===== config.mk =====
export PLATFORM = sky130hd
export DESIGN_NAME = websocket_frame_unmasker
export DESIGN_NICKNAME = d
export VERILOG_FILES = /design/src/hw/rtl/wfu_pkg.sv /design/src/hw/rtl/wfu_front.sv /design/src/hw/rtl/wfu_queue.sv /design/src/hw/rtl/wfu_back.sv /design/src/hw/rtl/websocket_frame_unmasker.sv
export SDC_FILE = /design/constraint.sdc
export NUM_CORES = 1
export LEC_CHECK = 0
export ABC_AREA = 1
export BUFFER_PORTS_ARGS = -buffer_cell sky130_fd_sc_hd__buf_2
export CORE_MARGIN = 4
export CORE_UTILIZATION = 30
export DETAILED_ROUTE_END_ITERATION = 7
export PLACE_DENSITY_LB_ADDON = 0.25
export SETUP_SLACK_MARGIN = 0.4
export SKIP_LAST_GASP = 1
export SYNTH_ARGS = -nofsm -noshare
export SYNTH_HDL_FRONTEND = slang
export SYNTH_SLANG_ARGS = --single-unit
export TNS_END_PERCENT = 50

===== constraint.sdc =====
create_clock -name clk -period 2.92 [get_ports clk]
set_input_delay 0.146 -clock clk [delete_from_list [all_inputs] [get_ports clk]]
set_output_delay 0.146 -clock clk [all_outputs]
set_load 0.005 [all_outputs]

===== src/hw/rtl/wfu_pkg.sv =====
`timescale 1ns / 1ps

package wfu_pkg;

    // Length codes carried in the 7-bit length field
    localparam logic [6:0] LEN_EXT16 = 7'd126;
    localparam logic [6:0] LEN_EXT64 = 7'd127;

    // Opcode of a close frame
    localparam logic [3:0] OPCODE_CLOSE = 4'd8;

    // Extended length byte counts, minus one
    localparam logic [2:0] EXT16_COUNT = 3'd1;
    localparam logic [2:0] EXT64_COUNT = 3'd7;
    localparam logic [2:0] MASK_COUNT  = 3'd3;

    // Parser phases, one-hot
    typedef enum logic [4:0] {
        PH_FIRST = 5'b00001,
        PH_LEN   = 5'b00010,
        PH_EXT   = 5'b00100,
        PH_MASK  = 5'b01000,
        PH_DATA  = 5'b10000
    } wfu_phase_t;

    // Work item passed from the header parser to the unmask stage
    typedef struct packed {
        logic [7:0] byte_val;   // key byte or masked payload byte
        logic       is_key;     // mask key byte
        logic       key_last;   // final key byte of the header
        logic       is_data;    // payload byte
        logic       frame_last; // last result of the frame
        logic [3:0] opcode;
    } wfu_entry_t;

endpackage


===== src/hw/rtl/wfu_front.sv =====
`timescale 1ns / 1ps

module wfu_front
    import wfu_pkg::*;
(
    input  logic       clk,
    input  logic       rst_n,
    input  logic       in_valid,
    input  logic [7:0] in_byte,
    output logic       entry_push,
    output wfu_entry_t entry
);

    wfu_phase_t  phase_reg, phase_next;
    logic [2:0]  count_reg, count_next;
    logic [63:0] remain_reg, remain_next;
    logic [3:0]  opcode_reg, opcode_next;

    // Header walk: one byte per transfer
    always_comb
    begin
        phase_next          = phase_reg;
        count_next          = count_reg;
        remain_next         = remain_reg;
        opcode_next         = opcode_reg;
        entry_push          = 1'b0;
        entry.byte_val      = in_byte;
        entry.is_key        = 1'b0;
        entry.key_last      = 1'b0;
        entry.is_data       = 1'b0;
        entry.frame_last    = 1'b0;
        entry.opcode        = opcode_reg;
        if (in_valid)
        begin
            case (phase_reg)
                PH_LEN:
                begin
                    if (in_byte[6:0] == LEN_EXT16)
                    begin
                        remain_next = '0;
                        count_next  = EXT16_COUNT;
                        phase_next  = PH_EXT;
                    end
                    else if (in_byte[6:0] == LEN_EXT64)
                    begin
                        remain_next = '0;
                        count_next  = EXT64_COUNT;
                        phase_next  = PH_EXT;
                    end
                    else
                    begin
                        remain_next = {57'd0, in_byte[6:0]};
                        count_next  = MASK_COUNT;
                        phase_next  = PH_MASK;
                    end
                end
                PH_EXT:
                begin
                    remain_next = {remain_reg[55:0], in_byte};
                    if (count_reg == 3'd0)
                    begin
                        count_next = MASK_COUNT;
                        phase_next = PH_MASK;
                    end
                    else
                    begin
                        count_next = count_reg - 3'd1;
                    end
                end
                PH_MASK:
                begin
                    entry_push   = 1'b1;
                    entry.is_key = 1'b1;
                    if (count_reg != 3'd0)
                    begin
                        count_next = count_reg - 3'd1;
                    end
                    else
                    begin
                        entry.key_last = 1'b1;
                        // zero-length frame closes on the last key byte
                        if (remain_reg == 64'd0)
                        begin
                            entry.frame_last = 1'b1;
                            phase_next       = PH_FIRST;
                        end
                        else
                        begin
                            phase_next = PH_DATA;
                        end
                    end
                end
                PH_DATA:
                begin
                    entry_push       = 1'b1;
                    entry.is_data    = 1'b1;
                    remain_next      = remain_reg - 64'd1;
                    entry.frame_last = (remain_reg == 64'd1);
                    if (remain_reg == 64'd1)
                    begin
                        phase_next = PH_FIRST;
                    end
                end
                default:
                begin
                    opcode_next = in_byte[3:0];
                    count_next  = '0;
                    phase_next  = PH_LEN;
                end
            endcase
        end
    end

    always_ff @(posedge clk or negedge rst_n)
    begin
        if (!rst_n)
        begin
            phase_reg  <= PH_FIRST;
            count_reg  <= '0;
            remain_reg <= '0;
            opcode_reg <= '0;
        end
        else
        begin
            phase_reg  <= phase_next;
            count_reg  <= count_next;
            remain_reg <= remain_next;
            opcode_reg <= opcode_next;
        end
    end

endmodule


===== src/hw/rtl/wfu_queue.sv =====
`timescale 1ns / 1ps

module wfu_queue
    import wfu_pkg::*;
#(
    parameter int DEPTH = 4
)
(
    input  logic       clk,
    input  logic       rst_n,
    input  logic       wr_en,
    input  wfu_entry_t wr_data,
    output logic       full,
    output logic       has_entry,
    input  logic       rd_en,
    output wfu_entry_t rd_data
);

    localparam int AW = (DEPTH > 1) ? $clog2(DEPTH) : 1;
    localparam int CW = $clog2(DEPTH + 1);
    localparam logic [AW-1:0] LAST_SLOT = AW'(DEPTH - 1);
    localparam logic [CW-1:0] FULL_COUNT = CW'(DEPTH);

    wfu_entry_t    slots [DEPTH];
    logic [AW-1:0] wr_ptr_reg, wr_ptr_next;
    logic [AW-1:0] rd_ptr_reg, rd_ptr_next;
    logic [CW-1:0] count_reg, count_next;
    logic          do_wr, do_rd;

    assign full      = (count_reg == FULL_COUNT);
    assign has_entry = (count_reg != '0);
    assign rd_data   = slots[rd_ptr_reg];
    assign do_wr     = wr_en && !full;
    assign do_rd     = rd_en && has_entry;

    // Pointer and fill count update
    always_comb
    begin
        wr_ptr_next = wr_ptr_reg;
        rd_ptr_next = rd_ptr_reg;
        count_next  = count_reg;
        if (do_wr)
        begin
            wr_ptr_next = (wr_ptr_reg == LAST_SLOT) ? '0 : wr_ptr_reg + AW'(1);
        end
        if (do_rd)
        begin
            rd_ptr_next = (rd_ptr_reg == LAST_SLOT) ? '0 : rd_ptr_reg + AW'(1);
        end
        if (do_wr && !do_rd)
        begin
            count_next = count_reg + CW'(1);
        end
        else if (do_rd && !do_wr)
        begin
            count_next = count_reg - CW'(1);
        end
    end

    always_ff @(posedge clk or negedge rst_n)
    begin
        if (!rst_n)
        begin
            wr_ptr_reg <= '0;
            rd_ptr_reg <= '0;
            count_reg  <= '0;
        end
        else
        begin
            wr_ptr_reg <= wr_ptr_next;
            rd_ptr_reg <= rd_ptr_next;
            count_reg  <= count_next;
        end
    end

    // Entry storage
    always_ff @(posedge clk)
    begin
        if (do_wr)
        begin
            slots[wr_ptr_reg] <= wr_data;
        end
    end

endmodule


===== src/hw/rtl/wfu_back.sv =====
`timescale 1ns / 1ps

module wfu_back
    import wfu_pkg::*;
(
    input  logic       clk,
    input  logic       rst_n,
    input  logic       entry_valid,
    input  wfu_entry_t entry,
    output logic       entry_take,
    input  logic       pop,
    output logic       empty,
    output logic [7:0] payload_byte,
    output logic       has_data,
    output logic       frame_last,
    output logic [3:0] frame_code,
    output logic       close_seen
);

    logic [31:0] key_reg, key_next;
    logic [1:0]  pos_reg, pos_next;
    logic        out_valid_reg, out_valid_next;
    logic [7:0]  data_reg, data_next;
    logic        has_reg, has_next;
    logic        last_reg, last_next;
    logic [3:0]  code_reg, code_next;
    logic        slot_free;
    logic        emit;
    logic [7:0]  key_byte;

    // Output slot frees up when empty or its result transfers this cycle
    assign slot_free  = !out_valid_reg || pop;
    assign entry_take = entry_valid && slot_free;
    assign emit       = entry.is_data || (entry.key_last && entry.frame_last);

    // Key byte for the current payload position, first key byte on top
    always_comb
    begin
        case (pos_reg)
            2'd0:    key_byte = key_reg[31:24];
            2'd1:    key_byte = key_reg[23:16];
            2'd2:    key_byte = key_reg[15:8];
            default: key_byte = key_reg[7:0];
        endcase
    end

    // Unmask and result register
    always_comb
    begin
        key_next       = key_reg;
        pos_next       = pos_reg;
        out_valid_next = out_valid_reg && !pop;
        data_next      = data_reg;
        has_next       = has_reg;
        last_next      = last_reg;
        code_next      = code_reg;
        if (entry_take)
        begin
            if (entry.is_key)
            begin
                key_next = {key_reg[23:0], entry.byte_val};
                if (entry.key_last)
                begin
                    pos_next = '0;
                end
            end
            else if (entry.is_data)
            begin
                pos_next = pos_reg + 2'd1;
            end
            if (emit)
            begin
                out_valid_next = 1'b1;
                data_next      = entry.is_data ? (entry.byte_val ^ key_byte) : 8'd0;
                has_next       = entry.is_data;
                last_next      = entry.frame_last;
                code_next      = entry.opcode;
            end
        end
    end

    always_ff @(posedge clk or negedge rst_n)
    begin
        if (!rst_n)
        begin
            key_reg       <= '0;
            pos_reg       <= '0;
            out_valid_reg <= 1'b0;
        end
        else
        begin
            key_reg       <= key_next;
            pos_reg       <= pos_next;
            out_valid_reg <= out_valid_next;
        end
    end

    always_ff @(posedge clk)
    begin
        data_reg <= data_next;
        has_reg  <= has_next;
        last_reg <= last_next;
        code_reg <= code_next;
    end

    assign empty        = !out_valid_reg;
    assign payload_byte = data_reg;
    assign has_data     = has_reg;
    assign frame_last   = last_reg;
    assign frame_code   = code_reg;
    assign close_seen   = (code_reg == OPCODE_CLOSE);

endmodule


===== src/hw/rtl/websocket_frame_unmasker.sv =====
`timescale 1ns / 1ps

// Client WebSocket frame unmasker. Frame bytes go in through push/full, one
// per transfer, header first; the block reads the opcode, the 7-, 16- or
// 64-bit length and the four mask-key bytes, then returns each payload byte
// XORed with its key byte on the result side (empty/pop), tagged with the
// opcode, a close flag and a last-of-frame marker. A zero-length frame gives
// one result with has_data low. FIN, RSV and MASK bits are not checked. The
// block sustains one byte per cycle while results are popped: the parser
// takes a byte every cycle while full is low; the unmask stage takes one
// queued byte per cycle while its result register is empty or popped. full
// rises only when the QUEUE_DEPTH-entry queue between parser and unmask
// stage fills, which happens only while the result side is not popping.

module websocket_frame_unmasker
    import wfu_pkg::*;
#(
    parameter int QUEUE_DEPTH = 4
)
(
    input  logic       clk,
    input  logic       rst_n,
    input  logic       push,
    output logic       full,
    input  logic [7:0] frame_byte,
    output logic       empty,
    input  logic       pop,
    output logic [7:0] payload_byte,
    output logic       has_data,
    output logic       frame_last,
    output logic [3:0] frame_code,
    output logic       close_seen
);

    wfu_entry_t front_entry;
    wfu_entry_t back_entry;
    logic       front_push;
    logic       q_has_entry;
    logic       back_take;
    logic       in_accept;

    assign in_accept = push && !full;

    // Header parser
    wfu_front u_front (
        .clk        (clk),
        .rst_n      (rst_n),
        .in_valid   (in_accept),
        .in_byte    (frame_byte),
        .entry_push (front_push),
        .entry      (front_entry)
    );

    // Decoupling queue
    wfu_queue #(
        .DEPTH (QUEUE_DEPTH)
    ) u_queue (
        .clk       (clk),
        .rst_n     (rst_n),
        .wr_en     (front_push),
        .wr_data   (front_entry),
        .full      (full),
        .has_entry (q_has_entry),
        .rd_en     (back_take),
        .rd_data   (back_entry)
    );

    // Unmask stage and result register
    wfu_back u_back (
        .clk          (clk),
        .rst_n        (rst_n),
        .entry_valid  (q_has_entry),
        .entry        (back_entry),
        .entry_take   (back_take),
        .pop          (pop),
        .empty        (empty),
        .payload_byte (payload_byte),
        .has_data     (has_data),
        .frame_last   (frame_last),
        .frame_code   (frame_code),
        .close_seen   (close_seen)
    );

endmodule

# Yosys cells after proc, flatten, opt, wreduce, memory -nomap -nowiden
# Memory sizes are Yosys's and may differ from the RTL's.
# Cells that the tools add are included.
# word_totals
in_bits,12
regBits,132
ramBits,64
elab_cells,111
memories,1
# memory_table
name,words,word_bits,read_ports,rd_clocked_by_memory_dff,wr,line,text
u_queue.slots,4,16,1,0,1,wfu_queue.sv:24,wfu_entry_t slots [DEPTH];
# op_classes
reduce_logical,32
bitwise,3
addsub,7
n_mux,36
n_eq_ne,18
# op_table
operator,n
64-bit case mux with 3 select lines,1
"64-bit by 1-bit equality test with 1-bit output, second input constant",1
64-bit logical NOT,1
64-bit 2-to-1 mux,1
"64-bit by 1-bit subtractor with 64-bit output, second input constant",1
5-bit 2-to-1 mux,5
8-bit case mux with 3 select lines,1
5-bit case mux with 4 select lines,1
3-bit 2-to-1 mux,6
"7-bit equality test, second input constant",2
2-bit 2-to-1 mux,6
3-bit case mux with 4 select lines,1
1-bit 2-to-1 mux,10
3-bit nonzero test,3
1-bit logical AND,8
4-bit 2-to-1 mux,2
"2-bit by 1-bit != test with 1-bit output, second input constant",4
2-bit AND reduction,4
8-bit XOR,1
7-bit 2-to-1 mux,1
"2-bit by 1-bit adder with 2-bit output, second input constant",3
"2-bit equality test, second input constant",3
3-bit AND reduction,2
"3-bit by 1-bit subtractor with 3-bit output, second input constant",2
other kinds (19),26

# Depth between registers and ports, before layout
# Gate-level depths: netlist of the first run.
# logic_depth
ltp_word,9
mapped_depth,12

# Hierarchy
# A second synthesis of the first run with hierarchy kept.
# hier_totals
cells_unflattened,1450
area_unflattened_um2,11551.1
# modules_own_cells
mod,cells_each,area_per_inst_um2,instances
wfu_front,937,5878.1,1
wfu_queue,246,3231.8,1
wfu_back,265,2431.1,1
websocket_frame_unmasker,2,10.0,1

# Least setup slack after synthesis of the first run
# No wires, ideal clock.
# synth_path
path_kind,reg2reg
start,reg u_queue.count_reg[0]
end,reg u_queue.count_reg[1]
arrival_ns,2.164
path_stages_with_launch,10
setup_slack_ns,0.631
required_time_ns,2.795
path_buffers,0
cell_sequence,dfrtp_1 -> or2_4 -> o21ai_4 -> nor2_1 -> nor2_2 -> inv_2 -> ha_1 -> inv_1 -> fa_1 -> mux2_2
# synth_between
elab_cells_between_ends,17
cone_classes,2 x add/sub; 1 x eq/ne; 3 x mux; 11 x reduce/logical
# synth_rtl
element,line,text
start: declaration,wfu_queue.sv:27,"logic [CW-1:0] count_reg, count_next;"
start signal: assignment,wfu_queue.sv:72,count_reg <= count_next;
3-bit equality test *,wfu_queue.sv:30,assign full = (count_reg == FULL_COUNT);
1-bit logical NOT *,"wfu_queue.sv:33, websocket_frame_unmasker.sv:42",
1-bit logical AND,websocket_frame_unmasker.sv:42,assign in_accept = push && !full;
1-bit 2-to-1 mux,wfu_front.sv:33,if (in_valid)
1-bit logical AND *,wfu_queue.sv:33,assign do_wr = wr_en && !full;
net u_queue.do_wr,wfu_queue.sv:28,"logic do_wr, do_rd;"
1-bit logical AND *,wfu_queue.sv:50,if (do_wr && !do_rd)
3-bit 2-to-1 mux *,wfu_queue.sv:50,
net u_queue.count_next[1],wfu_queue.sv:27,
# Mark *: on every way through the listed nets, which the timed path passes. The rest lies on a longest branch. The select of a mux whose other input is x is not followed.
# A chain may end at the register's enable or synchronous reset.

# Worst setup path in the final report of the first run
# Ends and elaborated chain as after synthesis.

==> results.json, run 1 <==
{
  "status": "completed",
  "grt_use_total_pct": 14.9,
  "area_growth_pct": 12.8,
  "synthAdderAreaFrac_pct": 1.83,
  "hold_path.class": "input port to flip-flop",
  "synth_fp_nets": 1380,
  "synth_compound_area_share_pct": 14.5,
  "hold_start": "frame_byte[1]",
  "die-width_um": 197,
  "period_share_pct": 80.8,
  "final_antenna_net_count": 0,
  "grt-ovfl-total": 0,
  "via_per_inst": 4.89,
  "ys_ff_latch": 196,
  "startpoint": "u_queue.count_reg[0]",
  "end_kind": "flip-flop",
  "synth_area_um2": 10700,
  "synth_top_cell_by_area": "dfrtp_1",
  "clockRootBuffer": "clkbuf_16",
  "worstSetupPathType": "flip-flop to flip-flop",
  "synthSimpleGateAreaFrac_pct": 26.4,
  "insertion_delay_ns": 0.45,
  "synth_common_cells": "nand2_1, nor2_1, inv_1",
  "synth_top_family_by_area": "simple AND/OR/NAND/NOR gates",
  "r2r_start": "u_queue.count_reg[0]",
  "synth_ff_type": "dfrtp_1",
  "cts_buffers": 17,
  "fin_nets": 1409,
  "die_y_um": 197,
  "num_rows": 68,
  "leakagePower_nw": 5.00,
  "syn_area_per_cell_um2": 7.88,
  "synth_area_leaders": "dfrtp_1, edfxtp_1, nand2_1, nor2_1, a21oi_1",
  "grt_pass1_vias": 8439,
  "synth_most_common_cell": "nand2_1",
  "setup_violations": 0,
  "antenna_found_initial": 0,
  "crit_path_start_kind": "flip-flop",
  "power_w": 0.00994,
  "hold_viol_final": 0,
  "synth.area.mux_share_pct": 0.106,
  "design_area_um2": 12000,
  "start_util_pct": 30.6,
  "cp.required_ns": 3.26,
  "placed_area_um2": 11300,
  "io_buffer_count": 28,
  "dpl.hpwl_um": 19800,
  "grt_max_degree": 69,
  "skew_ns": 0.0131,
  "slew_violations": 0,
  "power_density_nw_per_um2": 827,
  "drc": 0,
  "drt_iter0_markers": 743,
  "wl_per_cell_um": 15.6,
  "worstPathArrival_ns": 2.70,
  "synth_top_area_share_pct": 27.5,
  "clkSinkCount": 196,
  "dr.pass1.iters": 5,
  "post_cts_buffers": 0,
  "synth-xor-area-share_pct": 0.493,
  "rsz0062_at_grt": "false",
  "cts_tree": "built",
  "async_reset_ff_share_pct": 60.2,
  "core_region_area_um2": 34800,
  "num_vias": 9042,
  "htree_levels": 4,
  "max-vdd-ir-drop_uv": 514,
  "max_freq_mhz": 424,
  "fp.dieArea_um2": 38600,
  "synth_cells": 1353,
  "grt_pass1_wl_um": 46400,
  "worst_pin_slew_ns": 0.746,
  "finalCriticalPeriod_ns": 2.36,
  "ys_seq_area_share_pct": 49.7,
  "fillers": 3663,
  "max-cap-violations": 0,
  "worstPathMaxFanout": 6,
  "drive_above_1_share_pct": 8.82,
  "wl_um": 28800,
  "yosys_warnings": 0,
  "cts.path.max_buffers": 2,
  "synth_edf_count": 78,
  "place.gp.congestion": 0.849,
  "clk_pin_slew_ns": 0.08,
  "synth_cell_types": 38,
  "finalSetupTns_ns": 0,
  "relSlewSlack_pct": 50.3,
  "n_antenna_cell": 0,
  "pin_count": 29
}
[area by class of cell]
cell class              count  area, µm²  area share [%]
multi-input cells         977       4630            38.5
clock inverters            15        194            1.61
inverters                 136        510            4.25
repair buffers             54        400            3.33
clock buffers              17        425            3.54
flip-flops and latches    196       5300            44.1
well taps                 455        569            4.74
[what timing repair did]
action | CTS | global route
hold endpoints to repair | 62 | 0
setup endpoints to repair | 0 | 1
hold buffers | 5 | 0
gates resized for setup | 0 | 2
[path summary, 6_finish.rpt]
| check | to | slack (ns) | depth (start not counted) |
|---|---|---|---|
| min reg2reg | u_front.phase_reg[0] | 0.48 | 2 |
| max | u_queue.count_reg[1] | 0.56 | 9 |
| min in group asynchronous | u_back.out_valid_reg | 0.30 | 2 |
| max reg2reg | u_queue.count_reg[1] | 0.56 | 9 |
| min | u_queue.slots[2][9] | 0.02 | 1 |
| max in group asynchronous | u_back.key_reg[2] | 1.81 | 3 |
[worst max-delay path: stages, from the launching register on]
cell     delay [ns]
dfrtp_1        0.43
or2_4          0.29
o21ai_4        0.23
nor2_2         0.10
nor2_2         0.15
inv_2          0.07
ha_1           0.17
inv_1          0.10
fa_1           0.42
mux2_2         0.27
[logic make-up after synthesis]
family | after synthesis
adders and majority gates | 15
DFF | 196
AOI/OAI and AO/OA | 285
xor gates and xnor gates | 6
and+or+nand+nor | 670
buffers and inverters | 180
muxes | 1
[layout by cell type, fill, tap and decap left out, types with 17 or more instances in the layout]
| master | Yosys | layout |
|---|---|---|
| nand2_1 | 309 | 309 |
| o21ai_0 | 106 | 106 |
| buf_4 | 0 | 18 |
| edfxtp_1 | 78 | 78 |
| buf_2 | 23 | 27 |
| clkbuf_16 | 0 | 17 |
| o22ai_1 | 18 | 18 |
| inv_1 | 132 | 131 |
| nand3_1 | 94 | 94 |
| dfrtp_1 | 117 | 117 |
| a21oi_1 | 129 | 129 |
| nor2_1 | 214 | 212 |
[where the power goes]
part / switching (W) / internal (W)
Combinational: 0.00211 / 0.00113
Clock: 0.00128 / 0.00118
Sequential: 0.000517 / 0.00372
[layer usage]
layer / share of wire, % / vias to the layer above / track usage, %
met2: 47 / 147 / 24.5
li1: - / 4544 / -
met5: 0 / - / 0
met4: 0.99 / 0 / 3.10
met3: 3.1 / 21 / 2.34
met1: 49 / 4330 / 21.0
[metrics by stage]
| stage | util (%) | hold WS [ns] | setup slack, ns | std cells |
|---|---|---|---|---|
| after floorplan | - | -0.150 | 0.631 | 1353 |
| after global placement | 32.6 | 0.265 | 0.600 | 1813 |
| after detailed placement | 32.6 | 0.265 | 0.569 | 1813 |
| after CTS | 34.5 | 0.00130 | 0.532 | 1850 |
| after global routing | 34.5 | 0.00830 | 0.403 | 1850 |
| final | 34.5 | 0.0167 | 0.559 | 1850 |
No activity file was read; power rests on OpenSTA's default activity.
==> run 2: changes to the inputs <==
--- a/config.mk
+++ b/config.mk
@@ -5,7 +5,7 @@
 export SDC_FILE = /design/constraint.sdc
 export NUM_CORES = 1
 export LEC_CHECK = 0
-export ABC_AREA = 1
+export ABC_AREA = 0
 export BUFFER_PORTS_ARGS = -buffer_cell sky130_fd_sc_hd__buf_2
 export CORE_MARGIN = 4
 export CORE_UTILIZATION = 30
==> constraint.sdc (replaced) <==
create_clock -name clk -period 2.1 [get_ports clk]
set_input_delay 0.105 -clock clk [delete_from_list [all_inputs] [get_ports clk]]
set_output_delay 0.105 -clock clk [all_outputs]
set_load 0.005 [all_outputs]
==> run 2 against run 1 <==
Against the previous run: the run now ends with setup timing left; design area is 18% higher; clock power grew 40%; sequential cell count did not move; combinational power rose to 2.7 times the previous value; worst setup slack worse by 1.2 ns; register-to-register slack got worse by 1.2 ns; sequential share of layout area shrank 6.8 points; sequential power up 34%; wire length grew 4.4%; synthesized cell count shrank 35%; critical path type unchanged; critical endpoint is now u_front.remain_reg[62]; largest power group is now combinational logic.
==> results.json, run 2 <==
{
  "wl_um": 30100,
  "final_common_cell": "buf_4",
  "fin_nets": 1153,
  "layout_common_cells": "buf_4, dfrtp_1, edfxtp_1, o21ai_0, nand2_1",
  "htree_levels": 4,
  "cts_tree": "built",
  "pin_count": 29,
  "worstPathMaxFanout": 8,
  "synth_cell_types": 55,
  "synth_ff_type": "dfrtp_1",
  "dp_slack_ns": -0.750,
  "cts.path.max_buffers": 2,
  "via_per_inst": 5.40,
  "insertion_delay_ns": 0.45,
  "num_rows": 65,
  "drt_iter0_markers": 674,
  "finalCriticalPeriod_ns": 2.74,
  "violations": "setup timing",
  "placedCellCount": 1430,
  "rsz0062_at_grt": "true",
  "yosys_warnings": 0,
  "clockRootBuffer": "clkbuf_16",
  "skew_ns": 0.0139,
  "power_w": 0.0179,
  "core_region_area_um2": 31600,
  "worstPathArrival_ns": 3.05,
  "clkSinkCount": 196,
  "die-width_um": 187,
  "drive_above_1_share_pct": 42.6,
  "grt_pass1_wl_um": 46300,
  "setup_ws_ns": -0.643,
  "hold_path.class": "input port to flip-flop",
  "dpl.hpwl_um": 18100,
  "syn_area_per_cell_um2": 11.0,
  "max_freq_mhz": 365,
  "setup_violations": 51,
  "grt_pass1_vias": 8226,
  "n_antenna_cell": 0,
  "area_growth_pct": 47.5,
  "clk_pin_slew_ns": 0.08,
  "fillers": 2862,
  "design_area_um2": 14200,
  "max-vdd-ir-drop_uv": 668,
  "synth_fp_nets": 903,
  "period_share_pct": 131,
  "slowest_stage": "or4_4",
  "grt_use_total_pct": 16.5,
  "hold_viol_final": 0,
  "wl_per_cell_um": 19.5,
  "synth_area_leaders": "dfrtp_1, edfxtp_1, o21ai_0, mux2_2, mux4_2",
  "crit_path_start_kind": "flip-flop",
  "worstSetupPathType": "flip-flop to flip-flop",
  "leakagePower_nw": 5.87,
  "final_cells": 1541,
  "status": "complete, but fails checks",
  "power_density_nw_per_um2": 1260,
  "antenna_found_initial": 0,
  "synth_common_cells": "dfrtp_1, o21ai_0, edfxtp_1",
  "crit_chain": "or4_4 -> or3_4 -> or3_4 -> or4_4 -> o211ai_1 -> o311ai_0",
  "relSlewSlack_pct": 55.6,
  "max-cap-violations": 0,
  "die_y_um": 187,
  "synth_cells": 876,
  "synth_top_cell_by_area": "dfrtp_1",
  "start_util_pct": 30.5,
  "synth_most_common_cell": "dfrtp_1",
  "synth_top_area_share_pct": 30.3,
  "place.gp.congestion": 0.785,
  "cts_buffers": 17,
  "whs_path_depth": 1,
  "end_kind": "flip-flop",
  "synth_area_um2": 9650,
  "dr.pass1.iters": 5,
  "drc": 0,
  "ys_seq_area_share_pct": 54.9,
  "placed_area_um2": 11700,
  "synth_edf_count": 78,
  "grt_max_degree": 79,
  "slew_violations": 0,
  "rr_worst_depth": 6,
  "fp.dieArea_um2": 35100,
  "grt-ovfl-total": 0,
  "hold_slack_ns": 0.0369,
  "final_antenna_net_count": 0,
  "async_reset_ff_share_pct": 60.2,
  "critical-path-max-stage-delay_ns": 0.55,
  "num_vias": 8328,
  "worst_pin_slew_ns": 0.664,
  "io_buffer_count": 28,
  "cp.required_ns": 2.40,
  "ys_ff_latch": 196
}
## run 2: cell count changes after synthesis, sizes merged, moves of 22 or more
cell    change
inv       -115
a21oi      -83
nand2     -256
nor3       +22
clkbuf     +29
mux2       +40
nand3      -72
nor2      -177
nor4       +22
## run 2: stage by stage
step | TNS, ns | utilization, %
floorplan | -19.76 | -
global placement | -20.92 | 36.9
detailed placement | -22.06 | 36.9
CTS | -21.03 | 42.1
global route | -26.88 | 45.0
finish | -22.08 | 45.0
## run 2: final cells by class
class | count | area [µm²] | area share (%)
sequential | 196 | 5300 | 37.2
multi-input combinational | 611 | 5020 | 35.3
tap | 402 | 503 | 3.53
clock buffer | 18 | 429 | 3.01
inverter | 20 | 75.1 | 0.527
timing repair buffer | 280 | 2720 | 19.1
clock inverter | 14 | 186 | 1.31
## run 2: report_power, final
part	switching [W]	internal [W]	leakage [nW]	total, W
Sequential	0.000628	0.00507	2.23	0.00570
Combinational	0.00413	0.00467	3.33	0.00880
Clock	0.00163	0.00182	0.298	0.00345
Total	0.00638	0.0116	5.87	0.0179
## run 2: path summary, 6_finish.rpt
| path | slack, ns | from | to |
|---|---|---|---|
| max in group asynchronous | 1.45 | rst_n | u_front.remain_reg[13] |
| worst max-delay path | -0.64 | u_front.remain_reg[21] | u_front.remain_reg[62] |
| worst min register to register | 0.52 | u_front.opcode_reg[1] | u_queue.slots[1][1] |
| min in group asynchronous | 0.17 | rst_n | u_back.key_reg[27] |
| worst max register to register | -0.64 | u_front.remain_reg[21] | u_front.remain_reg[62] |
| worst min-delay path | 0.04 | frame_byte[0] | u_queue.slots[0][8] |
## run 2: what timing repair did
action / 4_1_cts / 5_1_grt
gates resized for setup: 129 / 128
hold buffers: 9 / 0
pin swaps: 42 / 49
endpoints found under the setup margin: 199 / 214
hold endpoints to repair: 146 / 0
cloned: 13 / 10
buffers inserted: 23 / 24
## run 2: logic make-up after synthesis
group / share of synthesized area [%]
adder cells (fa/ha/maj): 2.02
AO/OA/AOI/OAI: 15.3
multiplexers: 8.83
buffers and inverters: 2.84
flip-flops: 54.9
XOR/XNOR: 0.998
AND/OR/NAND/NOR: 15.1
## run 2: routing by layer
layer | share of wire [%] | wire (µm) | global-route usage (%) | up-vias
met5 | 0 | 0 | 0 | -
met4 | 1.9 | 564 | 5.09 | 0
met3 | 4.9 | 1490 | 3.15 | 44
met2 | 50 | 15200 | 28.0 | 240
met1 | 43 | 12900 | 21.4 | 4178
li1 | - | - | - | 3866
## run 2: critical path: cells and delay by family (launching register included)
family | cells | cell delay, ns
and+or+nand+nor | 4 | 1.87
DFF | 1 | 0.38
AOI/OAI and AO/OA | 2 | 0.35
